### src/design/prv_pkg.sv
`timescale 1ns / 1ps

package prv_pkg;

    localparam logic [31:0] CRC_POLY    = 32'hEDB8_8320;
    localparam logic [31:0] CRC_ONES    = 32'hFFFF_FFFF;
    localparam logic [31:0] REC_MAGIC   = 32'h4449_5046;
    localparam logic [15:0] REC_VERSION = 16'd1;
    localparam int          HDR_BYTES   = 12;
    localparam logic [3:0]  HDR_LAST    = 4'(HDR_BYTES - 1);

    typedef enum logic [2:0] {
        V_OK        = 3'd0,
        V_NO_LEN    = 3'd1,
        V_BAD_MAGIC = 3'd2,
        V_BAD_VER   = 3'd3,
        V_LEN_MISM  = 3'd4,
        V_TOO_LONG  = 3'd5,
        V_CRC_MISM  = 3'd6
    } verdict_t;

    typedef struct packed {
        logic        vld;
        verdict_t    verdict;
        logic [31:0] crc;
    } res_t;

    typedef struct packed {
        verdict_t    verdict;
        logic [31:0] crc;
    } res_data_t;

    typedef struct packed {
        logic [1:0] count;
    } q_stat_t;

    // reflected CRC-32, one byte
    function automatic logic [31:0] crc_byte(input logic [31:0] c, input logic [7:0] b);
        logic [31:0] x;
        x = c ^ {24'd0, b};
        for (int k = 0; k < 8; k++)
        begin
            x = x[0] ? ((x >> 1) ^ CRC_POLY) : (x >> 1);
        end
        return x;
    endfunction

endpackage

### src/design/prv_if.sv
`timescale 1ns / 1ps

interface prv_byte_if;
    logic       valid;
    logic       ready;
    logic       start_req;
    logic [7:0] data_byte;

    modport source (output valid, output start_req, output data_byte, input ready);
    modport sink   (input valid, input start_req, input data_byte, output ready);
endinterface

interface prv_res_if;
    logic        valid;
    logic        ready;
    logic [2:0]  verdict;
    logic [31:0] computed_crc;

    modport source (output valid, output verdict, output computed_crc, input ready);
    modport sink   (input valid, input verdict, input computed_crc, output ready);
endinterface

interface prv_cfg_if;
    logic        valid;
    logic        ready;
    logic [15:0] data;

    modport source (output valid, output data, input ready);
    modport sink   (input valid, input data, output ready);
endinterface

### src/design/prv_core.sv
`timescale 1ns / 1ps

module prv_core
    import prv_pkg::*;
#(
    parameter int PAGE_BYTES = 1024
)
(
    input  logic        clk,
    input  logic        rst_n,
    input  logic        in_acc,
    input  logic        in_start,
    input  logic [7:0]  in_byte,
    input  logic        cfg_we,
    input  logic [15:0] cfg_data,
    output res_t        res,
    output logic        busy
);

    localparam logic [16:0] ROOM = 17'(PAGE_BYTES - HDR_BYTES);

    typedef enum logic [3:0] {
        PH_IDLE    = 4'b0001,
        PH_HEADER  = 4'b0010,
        PH_PAYLOAD = 4'b0100,
        PH_DONE    = 4'b1000
    } phase_t;

    logic        stg_vld_reg;
    logic        stg_start_reg;
    logic [7:0]  stg_byte_reg;

    phase_t      phase_reg, phase_next;
    logic [15:0] cnt_reg, cnt_next;
    logic [31:0] crc_reg, crc_next;
    logic [63:0] hdr_reg, hdr_next;
    logic [31:0] scrc_reg, scrc_next;
    logic [15:0] exp_len_reg;

    phase_t      eff_phase;
    logic [15:0] eff_cnt;
    logic [63:0] eff_hdr;
    logic [31:0] eff_sc;
    logic [3:0]  nib;
    logic [15:0] cnt_inc;
    logic [31:0] crc_upd;
    logic [31:0] crc_fin;
    logic [15:0] hdr_len;
    verdict_t    hdr_verdict;

    assign hdr_len = hdr_reg[63:48];
    assign crc_upd = crc_byte(crc_reg, stg_byte_reg);
    assign crc_fin = crc_upd ^ CRC_ONES;
    assign cnt_inc = cnt_reg + 16'd1;
    assign busy    = stg_vld_reg;

    always_comb
    begin
        if (exp_len_reg == 16'd0)
            hdr_verdict = V_NO_LEN;
        else if (hdr_reg[31:0] != REC_MAGIC)
            hdr_verdict = V_BAD_MAGIC;
        else if (hdr_reg[47:32] != REC_VERSION)
            hdr_verdict = V_BAD_VER;
        else if (hdr_len != exp_len_reg)
            hdr_verdict = V_LEN_MISM;
        else if ({1'b0, hdr_len} > ROOM)
            hdr_verdict = V_TOO_LONG;
        else
            hdr_verdict = V_OK;
    end

    always_comb
    begin
        phase_next = phase_reg;
        cnt_next   = cnt_reg;
        crc_next   = crc_reg;
        hdr_next   = hdr_reg;
        scrc_next  = scrc_reg;
        res        = '0;
        eff_phase  = phase_reg;
        eff_cnt    = cnt_reg;
        eff_hdr    = hdr_reg;
        eff_sc     = scrc_reg;
        nib        = cnt_reg[3:0];
        if (stg_vld_reg)
        begin
            if (stg_start_reg)
            begin
                eff_phase = PH_HEADER;
                eff_cnt   = '0;
                eff_hdr   = '0;
                eff_sc    = '0;
                crc_next  = CRC_ONES;
            end
            nib = eff_cnt[3:0];
            case (eff_phase)
                PH_HEADER:
                begin
                    hdr_next   = eff_hdr;
                    scrc_next  = eff_sc;
                    if (!nib[3])
                        hdr_next[{nib[2:0], 3'b000} +: 8] = stg_byte_reg;
                    else
                        scrc_next[{nib[1:0], 3'b000} +: 8] = stg_byte_reg;
                    cnt_next   = eff_cnt + 16'd1;
                    phase_next = PH_HEADER;
                    // header bytes 0..7 are already held when the last byte arrives
                    if (nib == HDR_LAST)
                    begin
                        cnt_next = '0;
                        if (hdr_verdict != V_OK)
                        begin
                            phase_next  = PH_DONE;
                            res.vld     = 1'b1;
                            res.verdict = hdr_verdict;
                            res.crc     = '0;
                        end
                        else
                        begin
                            phase_next = PH_PAYLOAD;
                            crc_next   = CRC_ONES;
                        end
                    end
                end
                PH_PAYLOAD:
                begin
                    crc_next = crc_upd;
                    cnt_next = cnt_inc;
                    if (cnt_inc >= hdr_len)
                    begin
                        phase_next  = PH_DONE;
                        res.vld     = 1'b1;
                        res.verdict = (crc_fin == scrc_reg) ? V_OK : V_CRC_MISM;
                        res.crc     = crc_fin;
                    end
                end
                default:
                begin
                end
            endcase
        end
    end

    always_ff @(posedge clk or negedge rst_n)
    begin
        if (!rst_n)
        begin
            stg_vld_reg <= 1'b0;
            phase_reg   <= PH_IDLE;
            cnt_reg     <= '0;
            crc_reg     <= CRC_ONES;
            hdr_reg     <= '0;
            scrc_reg    <= '0;
            exp_len_reg <= '0;
        end
        else
        begin
            stg_vld_reg <= in_acc;
            phase_reg   <= phase_next;
            cnt_reg     <= cnt_next;
            crc_reg     <= crc_next;
            hdr_reg     <= hdr_next;
            scrc_reg    <= scrc_next;
            if (cfg_we)
                exp_len_reg <= cfg_data;
        end
    end

    always_ff @(posedge clk)
    begin
        if (in_acc)
        begin
            stg_start_reg <= in_start;
            stg_byte_reg  <= in_byte;
        end
    end

endmodule

### src/design/prv_out_queue.sv
`timescale 1ns / 1ps

module prv_out_queue
    import prv_pkg::*;
(
    input  logic      clk,
    input  logic      rst_n,
    input  res_t      push,
    input  logic      out_ready,
    output logic      out_valid,
    output res_data_t out_data,
    output q_stat_t   stat
);

    res_data_t  mem_reg [2];
    logic       wr_ptr_reg;
    logic       rd_ptr_reg;
    logic [1:0] cnt_reg, cnt_next;
    logic       pop;

    assign out_valid  = (cnt_reg != 2'd0);
    assign out_data   = mem_reg[rd_ptr_reg];
    assign pop        = out_valid && out_ready;
    assign stat.count = cnt_reg;

    always_comb
    begin
        cnt_next = cnt_reg + {1'b0, push.vld} - {1'b0, pop};
    end

    always_ff @(posedge clk or negedge rst_n)
    begin
        if (!rst_n)
        begin
            wr_ptr_reg <= 1'b0;
            rd_ptr_reg <= 1'b0;
            cnt_reg    <= '0;
        end
        else
        begin
            cnt_reg <= cnt_next;
            if (push.vld)
                wr_ptr_reg <= ~wr_ptr_reg;
            if (pop)
                rd_ptr_reg <= ~rd_ptr_reg;
        end
    end

    always_ff @(posedge clk)
    begin
        if (push.vld)
            mem_reg[wr_ptr_reg] <= '{verdict: push.verdict, crc: push.crc};
    end

endmodule

### src/design/param_record_validator.sv
`timescale 1ns / 1ps
// The closing byte is registered in the input stage and its result in the queue.
// Throughput: 1 byte/cycle while results drain; a waiting result halves it, two stop it.
// The byte-wide CRC update and header checks sit between the input stage and the queue.
// Reset (rst_n, async, active low) clears phase, counters, CRC, header, queue and
// expected_length; no clearing pass is needed.
module param_record_validator
    import prv_pkg::*;
#(
    parameter int PAGE_BYTES = 1024
)
(
    input  logic         clk,
    input  logic         rst_n,
    prv_byte_if.sink     rec,
    prv_res_if.source    res,
    prv_cfg_if.sink      cfg
);

    res_t      core_res;
    logic      busy;
    logic      q_valid;
    res_data_t q_data;
    q_stat_t   q_stat;
    logic      in_acc;
    logic      pop;
    logic      cfg_we;

    assign pop       = res.valid && res.ready;
    // room check: queued results plus the item in the input stage
    assign rec.ready = ({2'b00, busy} + {1'b0, q_stat.count}) <= (3'd1 + {2'b00, pop});
    assign in_acc    = rec.valid && rec.ready;
    assign cfg.ready = 1'b1;
    assign cfg_we    = cfg.valid && cfg.ready;

    prv_core #(
        .PAGE_BYTES(PAGE_BYTES)
    ) u_core (
        .clk     (clk),
        .rst_n   (rst_n),
        .in_acc  (in_acc),
        .in_start(rec.start_req),
        .in_byte (rec.data_byte),
        .cfg_we  (cfg_we),
        .cfg_data(cfg.data),
        .res     (core_res),
        .busy    (busy)
    );

    prv_out_queue u_queue (
        .clk      (clk),
        .rst_n    (rst_n),
        .push     (core_res),
        .out_ready(res.ready),
        .out_valid(q_valid),
        .out_data (q_data),
        .stat     (q_stat)
    );

    assign res.valid        = q_valid;
    assign res.verdict      = q_data.verdict;
    assign res.computed_crc = q_data.crc;

    a_q_bound: assert property (@(posedge clk) disable iff (!rst_n)
        q_stat.count <= 2'd2)
        else $error("result queue overflow");

    a_push_room: assert property (@(posedge clk) disable iff (!rst_n)
        core_res.vld |-> (q_stat.count != 2'd2) || pop)
        else $error("result pushed into full queue");

    a_valid_cnt: assert property (@(posedge clk) disable iff (!rst_n)
        res.valid == (q_stat.count != 2'd0))
        else $error("output valid disagrees with queue count");

    a_stage: assert property (@(posedge clk) disable iff (!rst_n)
        in_acc |=> busy)
        else $error("accepted byte missing from input stage");

endmodule
### src/flat_wrapper.sv
// flat-port wrapper written by rule: the top's interface ports become plain ports
module param_record_validator_flat import prv_pkg::*;
#(
    parameter int PAGE_BYTES = 1024
)
  (clk, rst_n, rec_valid, rec_start_req, rec_data_byte, rec_ready, res_valid, res_verdict, res_computed_crc, res_ready, cfg_valid, cfg_data, cfg_ready);
  prv_byte_if rec_i ();
  prv_res_if res_i ();
  prv_cfg_if cfg_i ();
  input  logic clk;
  input  logic rst_n;
  input wire logic [$bits(rec_i.valid)-1:0] rec_valid;
  input wire logic [$bits(rec_i.start_req)-1:0] rec_start_req;
  input wire logic [$bits(rec_i.data_byte)-1:0] rec_data_byte;
  output wire logic [$bits(rec_i.ready)-1:0] rec_ready;
  output wire logic [$bits(res_i.valid)-1:0] res_valid;
  output wire logic [$bits(res_i.verdict)-1:0] res_verdict;
  output wire logic [$bits(res_i.computed_crc)-1:0] res_computed_crc;
  input wire logic [$bits(res_i.ready)-1:0] res_ready;
  input wire logic [$bits(cfg_i.valid)-1:0] cfg_valid;
  input wire logic [$bits(cfg_i.data)-1:0] cfg_data;
  output wire logic [$bits(cfg_i.ready)-1:0] cfg_ready;
  assign rec_i.valid = rec_valid;
  assign rec_i.start_req = rec_start_req;
  assign rec_i.data_byte = rec_data_byte;
  assign rec_ready = rec_i.ready;
  assign res_valid = res_i.valid;
  assign res_verdict = res_i.verdict;
  assign res_computed_crc = res_i.computed_crc;
  assign res_i.ready = res_ready;
  assign cfg_i.valid = cfg_valid;
  assign cfg_i.data = cfg_data;
  assign cfg_ready = cfg_i.ready;
  param_record_validator #(.PAGE_BYTES(PAGE_BYTES)) u_core (.clk(clk), .rst_n(rst_n), .rec(rec_i), .res(res_i), .cfg(cfg_i));
endmodule
### config.mk
export PLATFORM = sky130hd
export DESIGN_NAME = param_record_validator_flat
export DESIGN_NICKNAME = d
export VERILOG_FILES = /design/src/design/prv_pkg.sv /design/src/design/prv_if.sv /design/src/design/prv_core.sv /design/src/design/prv_out_queue.sv /design/src/design/param_record_validator.sv /design/src/flat_wrapper.sv
export SDC_FILE = /design/constraint.sdc
export NUM_CORES = 1
export LEC_CHECK = 0
export BUFFER_PORTS_ARGS = -buffer_cell sky130_fd_sc_hd__buf_2
export CAP_MARGIN = 25
export CORE_ASPECT_RATIO = 0.8
export CORE_UTILIZATION = 50
export CTS_CLUSTER_DIAMETER = 50
export DETAILED_ROUTE_END_ITERATION = 6
export GPL_ROUTABILITY_DRIVEN = 0
export GPL_TIMING_DRIVEN = 0
export PLACE_DENSITY = 0.7
export SLEW_MARGIN = 40
export SYNTH_ARGS = -nofsm -noshare
export SYNTH_HDL_FRONTEND = slang
export SYNTH_SLANG_ARGS = --single-unit
export TNS_END_PERCENT = 20
### constraint.sdc
create_clock -name clk -period 4.75 [get_ports clk]
set_clock_uncertainty 0.05 [all_clocks]
set_input_delay 0.475 -clock clk [delete_from_list [all_inputs] [get_ports clk]]
set_output_delay 0.475 -clock clk [all_outputs]
set_load 0.05 [all_outputs]
======== Yosys cells after proc, flatten, opt, wreduce, memory -nomap -nowiden ========
Memories as Yosys holds them, arrays and structs flattened.
Cells that the tools add are included.
word-level totals
  register bits after elaboration ......... 178
  memory bits (writable) .................. 70
  input port bits ......................... 30
  output and inout bits ................... 38
  logic and storage cells ................. 100
  memories ................................ 1
memory list
  name                    words  width  read ports  clocked after Yosys merged registers in  wr ports  RTL line             RTL
  u_core.u_queue.mem_reg  2      35     1           0                                        1         prv_out_queue.sv:15  res_data_t mem_reg [2];
operators by class
  $add $sub $neg .......................... 8
  order comparisons ....................... 3
  equality and inequality tests ........... 8
  shifts and indexed selects .............. 4
  mux-type cells .......................... 43
  bitwise operators ....................... 12
  reduce and logical (&&, ||, !) cells .... 9
operator list
  cell                    count
  $mux 32                 14
  $mux 64                 3
  $mux 36                 4
  $not 13->14             8
  $pmux 36 s2             1
  $bwmux 64               1
  $pmux 32 s2             1
  $shift 8x8->64 const A  1
  $shiftx 8x8->64         1
  $mux 16                 3
  $add 16x1->16 const B   2
  $bwmux 32               1
  $eq 32x32->1            1
  $ne 32x31->1 const B    1
  $not 32->32             1
  $pmux 16 s2             1
  $shift 8x7->32 const A  1
  $shiftx 8x7->32         1
  $xor 32x8->32           1
  $mux 4                  5
  $mux 3                  6
  $ge 16x16->1            1
  $gt 16x10->1 const B    1
  $logic_not 16->1        1
  21 further kinds        26

======== Depth between registers and ports, before layout ========
Gate-level depths: netlist of run 1.
  depth in word-level cells ............... 25
  gate-level depth with buffers ........... 16
  depth with buffers taken out ............ 15

======== By module ========
A second synthesis of run 1 with hierarchy kept.
second synthesis, totals
  cell total of the unflattened synthesis .. 1177
  area total of the unflattened synthesis .. 13090.1 um^2
by module, submodules not included
  module                  instances  cells an instance  area each (um^2)  seq. area each (um^2)
  prv_core                1          1036               10092.2           4440.5
  prv_out_queue           1          125                2870.3            2202.1
  param_record_validator  1          16                 127.6             0.0

======== Worst setup path before layout of run 1 ========
No wires, ideal clock.
  path type ............................... reg2reg
  start point ............................. register u_core.u_core.cnt_reg[2]
  end point ............................... memory u_core.u_queue.mem_reg[0][0] (netlist name), enable pin
  setup time .............................. 439 ps
  data arrival time ....................... 4475 ps
  data required time ...................... 4261 ps
  slack ................................... -214 ps
  cell stages (with the launch flop) ...... 15
  path buffers ............................ 2
  period minus slack after synthesis ...... 4964 ps
  path through ............................ dfrtp_1 > clkbuf_1 > and3_1 > and3_1 > and4_1 > and3_1 > nand3_1 > xnor2_1 > ha_1 > o21a_1 > o21a_1 > o221ai_1 > or2_1 > clkbuf_1 > a21oi_1
between the ends
  word-level cells in the longest chain between the ends .. 8
  elaborated cells on any way between the ends .. 11
  classes of those cells .................. add/sub: 1; order compare: 1; eq/ne: 1; mux: 8
ends and longest elaborated chain
  what                                                                   RTL line             RTL
  start: declaration                                                     prv_core.sv:34       logic [15:0] cnt_reg, cnt_next;
  start signal: assignment                                               prv_core.sv:161      cnt_reg <= cnt_next;
  parallel branches: the longest is 4 deep, another holds $add 16x1->16  --
  $pmux 36 s2 *                                                          prv_core.sv:97       case (eff_phase)
  $mux 36 *                                                              prv_core.sv:86       if (stg_vld_reg)
  $mux 1 *                                                               prv_out_queue.sv:51  if (push.vld)
  $mux 1 (not written as such) *                                         prv_out_queue.sv:52  mem_reg[wr_ptr_reg] <= '{verdict: push.verdict, crc: push.crc};
  end: declaration                                                       prv_out_queue.sv:15
Mark *: on every way between the ends. The select of a mux whose other input is x is not followed.

======== Worst setup path after layout of run 1 ========
  start point ............................. register u_core.u_core.cnt_reg[2]
  end point ............................... memory u_core.u_queue.mem_reg[0][9] (netlist name), enable pin
The elaborated chain is that of the path after synthesis.

==> results of run 1 <==
[critical path, stage by stage, from the launching register on]
cell      delay (ns)
dfrtp_1         0.32
clkbuf_1        0.30
and3_1          0.25
and3_1          0.27
and4_1          0.32
and3_1          0.27
nand3_1         0.12
xnor2_1         0.25
ha_1            0.22
o21a_1          0.13
o21a_1          0.11
o221ai_1        0.19
or2_2           0.50
a21oi_4         0.54
buf_8           0.24
[layout make-up]
cell class                 count  area (um^2)  area share (%)
clock inverter                19        190.2           1.310
tap                          318        397.9           2.740
inverter                      36        135.1          0.9307
sequential                   248         6643           45.75
clock buffer                  37        818.3           5.636
buffer                        60        236.5           1.629
multi-input combinational    746         5648           38.90
timing repair buffer          71        450.4           3.102
[cells in the mapped netlist, drive strengths merged, types with 32 or more instances]
cell type and count:
dfrtp 136, inv 36, a22o 41, nor2 86, clkbuf 54, o22a 32
mux2 57, dfstp 33, o21ai 57, edfxtp 79, xor2 60, nand2 65
xnor2 77
[metrics by stage]
step | power, W | area (um^2) | util [%] | instances
3_3_place_gp | 0.007463 | 13370 | 54.44 | 1474
3_5_place_dp | 0.007533 | 13500 | 54.97 | 1479
4_1_cts | 0.009832 | 14520 | 59.11 | 1536
6_report | 0.009855 | 14520 | 59.10 | 1535
5_1_grt | 0.01036 | 14520 | 59.10 | 1535
2_1_floorplan | 0.006281 | 12650 | - | 1091
[layer usage]
metal / vias up / global-route usage (%) / part of all wire, % / routed length, um
met1: 4423 / 37.88 / 49 / 15200
li1: 4185 / - / - / -
met2: 352 / 34.86 / 41 / 12910
met5: - / 0 / 0 / 0
met4: 0 / 3.993 / 1.3 / 406
met3: 36 / 5.238 / 8.4 / 2600
[worst max-delay path by stage]
| stage | start | endpoint | cells after the start |
|---|---|---|---|
| after floorplan | u_core.u_core.cnt_reg[2]$_DFFE_PN0P_ | u_core.u_queue.mem_reg[0][0]$_DFFE_PP_ | 14 |
| after global placement | u_core.u_core.cnt_reg[2]$_DFFE_PN0P_ | u_core.u_queue.mem_reg[0][12]$_DFFE_PP_ | 14 |
| after detailed placement | u_core.u_core.cnt_reg[2]$_DFFE_PN0P_ | u_core.u_queue.mem_reg[1][21]$_DFFE_PP_ | 15 |
| after CTS | u_core.u_core.cnt_reg[2]$_DFFE_PN0P_ | u_core.u_queue.mem_reg[0][9]$_DFFE_PP_ | 15 |
| after global routing | u_core.u_core.cnt_reg[2]$_DFFE_PN0P_ | u_core.u_queue.mem_reg[0][9]$_DFFE_PP_ | 14 |
| final | u_core.u_core.cnt_reg[2]$_DFFE_PN0P_ | u_core.u_queue.mem_reg[0][9]$_DFFE_PP_ | 14 |
[power by group through the flow]
stage          Combinational (W)  Clock (W)  Sequential (W)
2_1_floorplan            0.00361          0         0.00268
3_3_place_gp             0.00471          0         0.00275
3_5_place_dp             0.00478          0         0.00275
4_1_cts                  0.00481    0.00230         0.00272
5_1_grt                  0.00521    0.00239         0.00276
6_report                 0.00486    0.00227         0.00273
[what timing repair did]
item	CTS	global route
hold buffers	1	0
hold endpoints to repair	39	0
setup endpoints to repair	0	84
gates resized for setup	0	1
setup buffers	0	0
[cell families (layout without fill, tap and decap cells)]
family	after synthesis	count (layout)	synth area share [%]
AO/OA/AOI/OAI	228	228	13.02
XOR/XNOR	149	149	12.37
adder cells (fa/ha/maj)	30	30	3.027
buffers and inverters	97	223	2.968
flip-flops	248	248	52.52
multiplexers	59	59	5.234
other	1	1	0.02965
AND/OR/NAND/NOR	279	279	10.83
==> flow_summary.ini, run 1 <==
[outcome]
status = finished with violations
violations = design-rule violations

[grt]
antenna_found_initial = 0
grt_pass1_vias = 8705
grt_overflow = 0
grt_max_degree = 48
gr-usage-all-layers_pct = 24.31
grt_pass1_wl_mm = 49.07

[timing]
finalHoldViolations = 0
max_slew_margin_pct = 44.37
hold_ws_ns = 0.05459
tightestPinTransition_ns = 0.8345
rsz0062_at_grt = no
fin_tns_setup_ns = 0
max_clock_freq_ghz = 0.2281
post-route-period-util_pct = 92.29
worst_slack_ns = 0.3663
fin_crit_ns = 4.384
maxSlewViolCount = 0
finalSetupViolCount = 0

[floorplanning]
die_x_um = 179.8
num_rows = 51
num_io_pins = 68
start_util_pct = 51.48
die-area_mm2 = 0.02594
die_y_um = 144.3
core_area_mm2 = 0.02457

[final_layout]
drive_gt1_share_pct = 18.98
final_cell_mix = dfrtp_1 (136), nor2_1 (86), edfxtp_1 (79)
largest_register_ffs = 70
final_common_cell = dfrtp_1
fillers = 1992
finalNetCount = 1253
area_growth_pct = 14.80
diodes = 0

[synth]
yosys_most_used_dff = dfrtp_1
postSynthAreaPerCell_um2 = 11.59
synth.net_count = 1151
synth_edf_count = 79
syn_inst = 1091
synth_largest_area_cell = dfrtp_1
synth.area.top_cells = dfrtp_1 (27%), edfxtp_1 (19%), dfstp_2 (6.9%)
ys_warn_count = 0
async_flop_share_pct = 68.15
synth_top_area_share_pct = 26.91
ys_types = 70
syn_area_mm2 = 0.01265
ys_ff_latch = 248
seq_area_frac_synth_pct = 52.52

[setup_path]
r2r_setup_slack_ns = 0.37
reg2reg_from = u_core.u_core.cnt_reg[2]$_DFFE_PN0P_
ff2ff_path_depth = 14
arrival_ns = 4.58
critical_path_required_ns = 4.94
critPathCaptureType = flip-flop
critPathKind = flip-flop to flip-flop
start_kind = flip-flop
r2r_end = u_core.u_queue.mem_reg[0][9]$_DFFE_PP_
path_max_fanout = 13

[clock_tree]
clkTransAtPathRegs_ns = 0.06
cts_tree = built
cts_made_buffers = 30
cts_sinks = 248
clk_latency_ns = 0.56
htreeDepth = 1
cts_root_buf = clkbuf_16
cts_buffer_depth = 3

[hold_path]
hp-start = rec_start_req
hold_end = u_core.u_core.stg_start_reg$_DFFE_PP_
hp-class = input pin to flip-flop
hold_depth = 1

[place]
port_buffers = 65
dpl.hpwl_mm = 22.90
dp_slack_ns = 0.1771

[power_and_ir_drop]
powerDensity_mw_per_mm2 = 678.7
pwr-share-seq_pct = 27.7
switchingPower_w = 0.004396
power.leakage_nw = 6.044
netSwitchingFraction_pct = 44.61
pwr-share-clk_pct = 23.0
internal_power_w = 0.005459
power_frac_comb_pct = 49.3
irDropWorstVdd_mv = 0.4639

[routing]
vias = 8996
drt-total-wl_mm = 31.12
drt-wirelength-per-cell_um = 20.27
route.detailed.drc = 4
ant_nets = 0
routed_via_density = 5.861
drtIter0Drc = 895
first_pass_iters = 7

[job]
maxCapViolCount = 0
(Power assumes the default switching activity.)
==> run 2, diff against run 1 <==
SYNTH_HIERARCHICAL = 1   (was not set)
==> run 2 against run 1 <==
Effect of this change:
- the run now ends clean
- worst hold slack about the same
- sequential share of layout area down 1.6 points
- critical path depth up 4
- die area up 3.5%
- area after synthesis up 3.5%
- register-to-register slack worse by 0.11 ns
- combinational power up 23%
- clock power about the same
- first-iteration DRC count up 6.9%
- global-route usage up 1.1 points
- power up 12%
- non-clock buffer count up 3
- critical path type unchanged
- critical endpoint is now u_core/u_queue/mem_reg[0][25]$_DFFE_PP_
- highest routed layer unchanged
==> flow_summary.ini, run 2 <==
[grt]
grt_pass1_vias = 9050
antenna_found_initial = 0
grt_overflow = 0
grt_pass1_wl_mm = 52.48
grt_max_degree = 77
gr-usage-all-layers_pct = 25.37

[power_and_ir_drop]
irDropWorstVdd_mv = 0.4378
power.leakage_nw = 6.574
powerDensity_mw_per_mm2 = 734.1

[timing]
post-route-period-util_pct = 94.61
finalHoldViolations = 0
fin_tns_setup_ns = 0
fin_crit_ns = 4.494
finalSetupViolCount = 0
hold_ws_ns = 0.05492
max_clock_freq_ghz = 0.2225
max_slew_margin_pct = 43.55
maxSlewViolCount = 0
tightestPinTransition_ns = 0.8407

[final_layout]
area_growth_pct = 15.00
finalNetCount = 1342
final_util_pct = 59.02
final_common_cell = nand2_1
drive_gt1_share_pct = 19.25
final_area_mm2 = 0.01505
diodes = 0
fillers = 2172
final_cell_mix = nand2_1 (145), dfrtp_1 (136), edfxtp_1 (79)
largest_register_ffs = 70
fin_cells = 1655

[floorplanning]
num_rows = 52
die_y_um = 146.7
start_util_pct = 51.32
die-area_mm2 = 0.02684
num_io_pins = 68
die_x_um = 182.9
core_area_mm2 = 0.02550

[setup_path]
crit_path_top_delay_cell = dfrtp_1
critPathCaptureType = flip-flop
crit_chain = ha_1 > and3_1 > nand3_1 > or2_2 > nor2_2 > nand3_1 > xnor2_1 > ha_1 > nand4_1 > nor2_2 > a21oi_1 > o211ai_1 > a22oi_1 > buf_2 > nand2_2 > nor2b_4 > buf_8 > buf_8
path_delay_family = simple AND/OR/NAND/NOR gates
arrival_ns = 4.70
critical_path_required_ns = 4.95
path_max_fanout = 19
path_buf_inv = 3
max_stage_delay_ns = 0.45
start_kind = flip-flop
critPathKind = flip-flop to flip-flop

[synth]
synth_largest_area_cell = dfrtp_1
synth.area.top_cells = dfrtp_1 (26%), edfxtp_1 (18%), dfstp_2 (6.6%)
synth_common_cells = nand2_1 (146), dfrtp_1 (136), edfxtp_1 (79), xnor2_1 (66)
yosysMostFrequentCell = nand2_1
syn_area_mm2 = 0.01309
ys_ff_latch = 248
ys_warn_count = 6
synth_edf_count = 79
ys_types = 72
synth.net_count = 1237
seq_area_frac_synth_pct = 50.75
postSynthAreaPerCell_um2 = 11.12
synth_top_area_share_pct = 26.00
yosys_most_used_dff = dfrtp_1
async_flop_share_pct = 68.15
syn_inst = 1177

[job]
maxCapViolCount = 0

[hold_path]
hp-class = input pin to flip-flop

[place]
dpl_cell_area_mm2 = 0.01398
dpl.hpwl_mm = 24.49
port_buffers = 65
placedCellCount = 1597

[clock_tree]
htreeDepth = 1
clkTransAtPathRegs_ns = 0.06
cts_root_buf = clkbuf_16
cts_tree = built
cts_buffer_depth = 3
cts_sinks = 248
cts_made_buffers = 28
clk_latency_ns = 0.54

[routing]
drt-wirelength-per-cell_um = 20.35
drt-total-wl_mm = 33.69
drtIter0Drc = 957
vias = 9613
route.detailed.drc = 0
routed_via_density = 5.808
first_pass_iters = 5
ant_nets = 0

[outcome]
status = complete, no violations
## run 2: cell types whose count changed in the layout (fill, tap and decap cells not counted), sizes merged, moves of 9 or more
cell    before  now
inv         41   51
xor2        60   51
nand2       65  146
o22a        32    0
nand3       31   55
a22oi        2   18
a22o        41   51
o211ai       2   17
nor2        86   61
a32oi       13    3
## run 2: where the power goes
| part | switching [W] | internal [W] |
|---|---|---|
| Clock | 0.000933 | 0.00137 |
| Combinational | 0.00382 | 0.00216 |
| Sequential | 0.000287 | 0.00248 |
| Total | 0.00504 | 0.00601 |
## run 2: worst paths after layout
| kind | end | from | depth (start not counted) | slack (ns) |
|---|---|---|---|---|
| worst max-delay path | u_core/u_queue/mem_reg[0][25]$_DFFE_PP_ | u_core/u_core/cnt_reg[0]$_DFFE_PN0P_ | 18 | 0.26 |
| worst min-delay path | u_core/u_core/stg_byte_reg[1]$_DFFE_PP_ | rec_data_byte[1] | 1 | 0.05 |
| worst max register to register | u_core/u_queue/mem_reg[0][25]$_DFFE_PP_ | u_core/u_core/cnt_reg[0]$_DFFE_PN0P_ | 18 | 0.26 |
| worst min register to register | u_core/u_core/crc_reg[9]$_DFFE_PN1P_ | u_core/u_core/crc_reg[9]$_DFFE_PN1P_ | 2 | 0.45 |
| max in group asynchronous | u_core/u_core/crc_reg[15]$_DFFE_PN1P_ | rst_n | 3 | 3.66 |
| min in group asynchronous | u_core/u_core/cnt_reg[11]$_DFFE_PN0P_ | rst_n | 2 | 0.32 |
## run 2: cell families after synthesis
| kind of cell | Yosys count | synth area share [%] |
|---|---|---|
| and+or+nand+nor | 365 | 13.37 |
| DFF | 248 | 50.75 |
| AOI/OAI and AO/OA | 237 | 12.45 |
| xor gates and xnor gates | 137 | 11.47 |
| buffers and inverters | 104 | 3.470 |
| muxes | 55 | 5.534 |
| adders and majority gates | 30 | 2.925 |
| other | 1 | 0.02865 |
## run 2: layer usage
layer / up-vias / GRT usage (%) / share of wire [%]
met5: - / 0 / 0
met4: 0 / 5.833 / 2.1
met3: 49 / 4.487 / 7.9
met2: 392 / 35.73 / 42
met1: 4733 / 40.40 / 48
li1: 4439 / - / -
## run 2: layout make-up
class	count	area, um^2	area share (%)
Buffer	59	286.5	1.903
Sequential cell	248	6643	44.13
Clock buffer	35	790.8	5.253
Multi-Input combinational cell	825	6048	40.18
Tap cell	351	439.2	2.917
Timing Repair Buffer	75	467.9	3.109
Inverter	45	168.9	1.122
Clock inverter	17	209.0	1.388
## run 2: repair_timing
| action | CTS | global route |
|---|---|---|
| hold buffers | 1 | 0 |
| setup buffers | 0 | 5 |
| resized for setup | 2 | 3 |
| hold endpoints to repair | 23 | 0 |
| setup endpoints to repair | 66 | 65 |
## run 2: worst register-to-register path, stage by stage (launching register included)
cell and delay [ns]:
dfrtp_1 0.45, ha_1 0.28, and3_1 0.21, nand3_1 0.17, or2_2 0.39, nor2_2 0.23
nand3_1 0.12, xnor2_1 0.17, ha_1 0.29, nand4_1 0.13, nor2_2 0.19, a21oi_1 0.10
o211ai_1 0.13, a22oi_1 0.18, buf_2 0.24, nand2_2 0.17, nor2b_4 0.28, buf_8 0.23
buf_8 0.19
## run 2: stage by stage
step | setup slack (ns) | power (W)
5_1_grt | -0.003763 | 0.01158
3_3_place_gp | -0.8817 | 0.008544
6_report | 0.2561 | 0.01105
3_5_place_dp | -0.1687 | 0.008639
2_1_floorplan | 0.3115 | 0.007082
4_1_cts | 0.06233 | 0.01098
==> run 3, diff against run 2 <==
--- a/config.mk
+++ b/config.mk
@@ -9,10 +9,10 @@
 export CAP_MARGIN = 25
 export CORE_ASPECT_RATIO = 0.8
-export CORE_UTILIZATION = 50
+export CORE_UTILIZATION = 56
 export CTS_CLUSTER_DIAMETER = 50
 export DETAILED_ROUTE_END_ITERATION = 6
 export GPL_ROUTABILITY_DRIVEN = 0
 export GPL_TIMING_DRIVEN = 0
-export PLACE_DENSITY = 0.7
+export PLACE_DENSITY = 0.77
 export SLEW_MARGIN = 40
 export SYNTH_ARGS = -nofsm -noshare
--- a/constraint.sdc
+++ b/constraint.sdc
@@ -3,3 +3,3 @@
 set_input_delay 0.475 -clock clk [delete_from_list [all_inputs] [get_ports clk]]
 set_output_delay 0.475 -clock clk [all_outputs]
-set_load 0.05 [all_outputs]
+set_load 0.005 [all_outputs]
==> run 3 against run 2 <==
Effect of this change:
- cell area fell by 1.0%
- worst hold slack improved by 0.0074 ns
- critical path depth fell by 2
- maximum frequency rose by 1.8%
- sequential share of layout area rose by 0.46 points
- first-iteration DRC count rose by 20%
- largest cell class unchanged
==> flow_summary.ini, run 3 (synthesis gave the netlist of run 2 again) <==
[setup_path]
crit_path_top_delay_cell = and2_4
max_stage_delay_ns = 0.50
crit_chain = ha_1 > and3_1 > nand3_1 > or2_2 > nor2_2 > nand3_1 > xnor2_1 > ha_1 > nand4_1 > nor2_1 > a21oi_1 > o211ai_1 > a22oi_2 > clkbuf_4 > nand2_2 > and2_4
critical_path_required_ns = 4.87
critPathKind = flip-flop to flip-flop
r2r_setup_slack_ns = 0.33
arrival_ns = 4.53
start_kind = flip-flop
critPathCaptureType = flip-flop
path_max_fanout = 35

[routing]
drt-wirelength-per-cell_um = 20.76
route.detailed.drc = 0
vias = 9734
drt-total-wl_mm = 33.31
first_pass_iters = 5
ant_nets = 0
routed_via_density = 6.065
drtIter0Drc = 1152

[power_and_ir_drop]
power.leakage_nw = 6.523
powerDensity_mw_per_mm2 = 695.2
irDropWorstVdd_mv = 0.4954

[clock_tree]
postCtsSetupBuffers = 0
cts_buffer_depth = 3
cts_made_buffers = 28
clkTransAtPathRegs_ns = 0.07
clk_latency_ns = 0.54
cts_tree = built
cts_sinks = 248
htreeDepth = 1
cts_root_buf = clkbuf_16

[final_layout]
final_area_mm2 = 0.01490
finalNetCount = 1337
area_growth_pct = 13.82
largest_register_ffs = 70
fillers = 1714
multiInputGateArea_mm2 = 0.006037
fin_cells = 1605
drive_gt1_share_pct = 19.09
final_common_cell = nand2_1
final_cell_mix = nand2_1 (145), dfrtp_1 (136), edfxtp_1 (79)
final_util_pct = 65.68
diodes = 0
seq_area_mm2 = 0.006643

[floorplanning]
num_io_pins = 68
die_y_um = 138.8
die-area_mm2 = 0.02399
die_x_um = 172.9
core_area_mm2 = 0.02268
start_util_pct = 57.71
num_rows = 49

[job]
maxCapViolCount = 0

[timing]
max_clock_freq_ghz = 0.2265
finalHoldViolations = 0
finalSetupViolCount = 0
max_slew_margin_pct = 42.01
maxSlewViolCount = 0
post-route-period-util_pct = 92.96
rsz0062_at_grt = no
hold_ws_ns = 0.06228
tightestPinTransition_ns = 0.8637
fin_crit_ns = 4.416

[grt]
grt_pass1_wl_mm = 52.91
grt_pass1_vias = 9472
gr-usage-all-layers_pct = 27.92
grt_max_degree = 71
antenna_found_initial = 0
grt_overflow = 0

[place]
dpl_cell_area_mm2 = 0.01393
dpl.hpwl_mm = 24.03
port_buffers = 65
placedCellCount = 1552

[outcome]
status = complete, no violations

[hold_path]
hp-class = input pin to flip-flop
==> run 3: changes by cell type in the layout (fill, tap and decap cells not counted), sizes merged <==
cell | before | now
clkbuf | 83 | 80
bufinv | 3 | 2
clkinv | 7 | 12
buf | 85 | 79
==> run 3: per-stage QoR <==
step	TNS [ns]	setup slack, ns	total power (W)
floorplan	0	0.3115	0.006485
global placement	-60.04	-0.9441	0.007886
detailed placement	-3.729	-0.1214	0.008006
CTS	0	0.1054	0.01025
global route	0	0.07251	0.01083
finish	0	0.3343	0.01036
==> run 3: cell type report <==
| class | count | share of cell area [%] |
|---|---|---|
| inverter | 45 | 1.134 |
| timing repair buffer | 70 | 2.889 |
| clock inverter | 21 | 1.444 |
| multi-input combinational | 825 | 40.52 |
| buffer | 59 | 1.940 |
| sequential | 248 | 44.58 |
| clock buffer | 31 | 4.921 |
| tap | 306 | 2.570 |
==> run 3: routing by layer <==
layer	part of all wire [%]	track usage, %	up-vias
li1	-	-	4440
met5	0	0	-
met2	43	40.28	468
met3	9.1	6.250	65
met4	2.3	7.406	0
met1	46	42.42	4761
==> run 3: path summary, 6_finish.rpt <==
| check | startpoint | end | cells after the start |
|---|---|---|---|
| setup / recovery | u_core/u_core/cnt_reg[0]$_DFFE_PN0P_ | u_core/u_queue/mem_reg[1][4]$_DFFE_PP_ | 16 |
| setup reg to reg | u_core/u_core/cnt_reg[0]$_DFFE_PN0P_ | u_core/u_queue/mem_reg[1][4]$_DFFE_PP_ | 16 |
| max in group asynchronous | rst_n | u_core/u_core/hdr_reg[11]$_DFFE_PN0P_ | 4 |
| hold reg to reg | u_core/u_core/crc_reg[10]$_DFFE_PN1P_ | u_core/u_core/crc_reg[10]$_DFFE_PN1P_ | 2 |
| hold / removal | rec_data_byte[4] | u_core/u_core/stg_byte_reg[4]$_DFFE_PP_ | 1 |
| min in group asynchronous | rst_n | u_core/u_core/cnt_reg[13]$_DFFE_PN0P_ | 2 |
==> run 3: worst max-delay path, delay by kind of cell, from the launching register on <==
kind | cells | cell delay (ns)
and+or+nand+nor | 9 | 2.10
adders and majority gates | 2 | 0.57
DFF | 1 | 0.46
AOI/OAI and AO/OA | 3 | 0.41
buffers and inverters | 1 | 0.23
xor gates and xnor gates | 1 | 0.17
==> run 3: power breakdown <==
group	internal, W	total [W]	switching, W
registers	0.00248	0.00278	0.000299
clock network	0.00126	0.00218	0.000927
logic	0.00214	0.00540	0.00325
total	0.00588	0.0104	0.00448
==> run 3: timing repair <==
action                                  4_1_cts  5_1_grt
endpoints found under the hold margin        18        0
hold buffers                                  1        0
gates cloned                                  0        0
endpoints found under the setup margin       56       71
resized for setup                             1        5
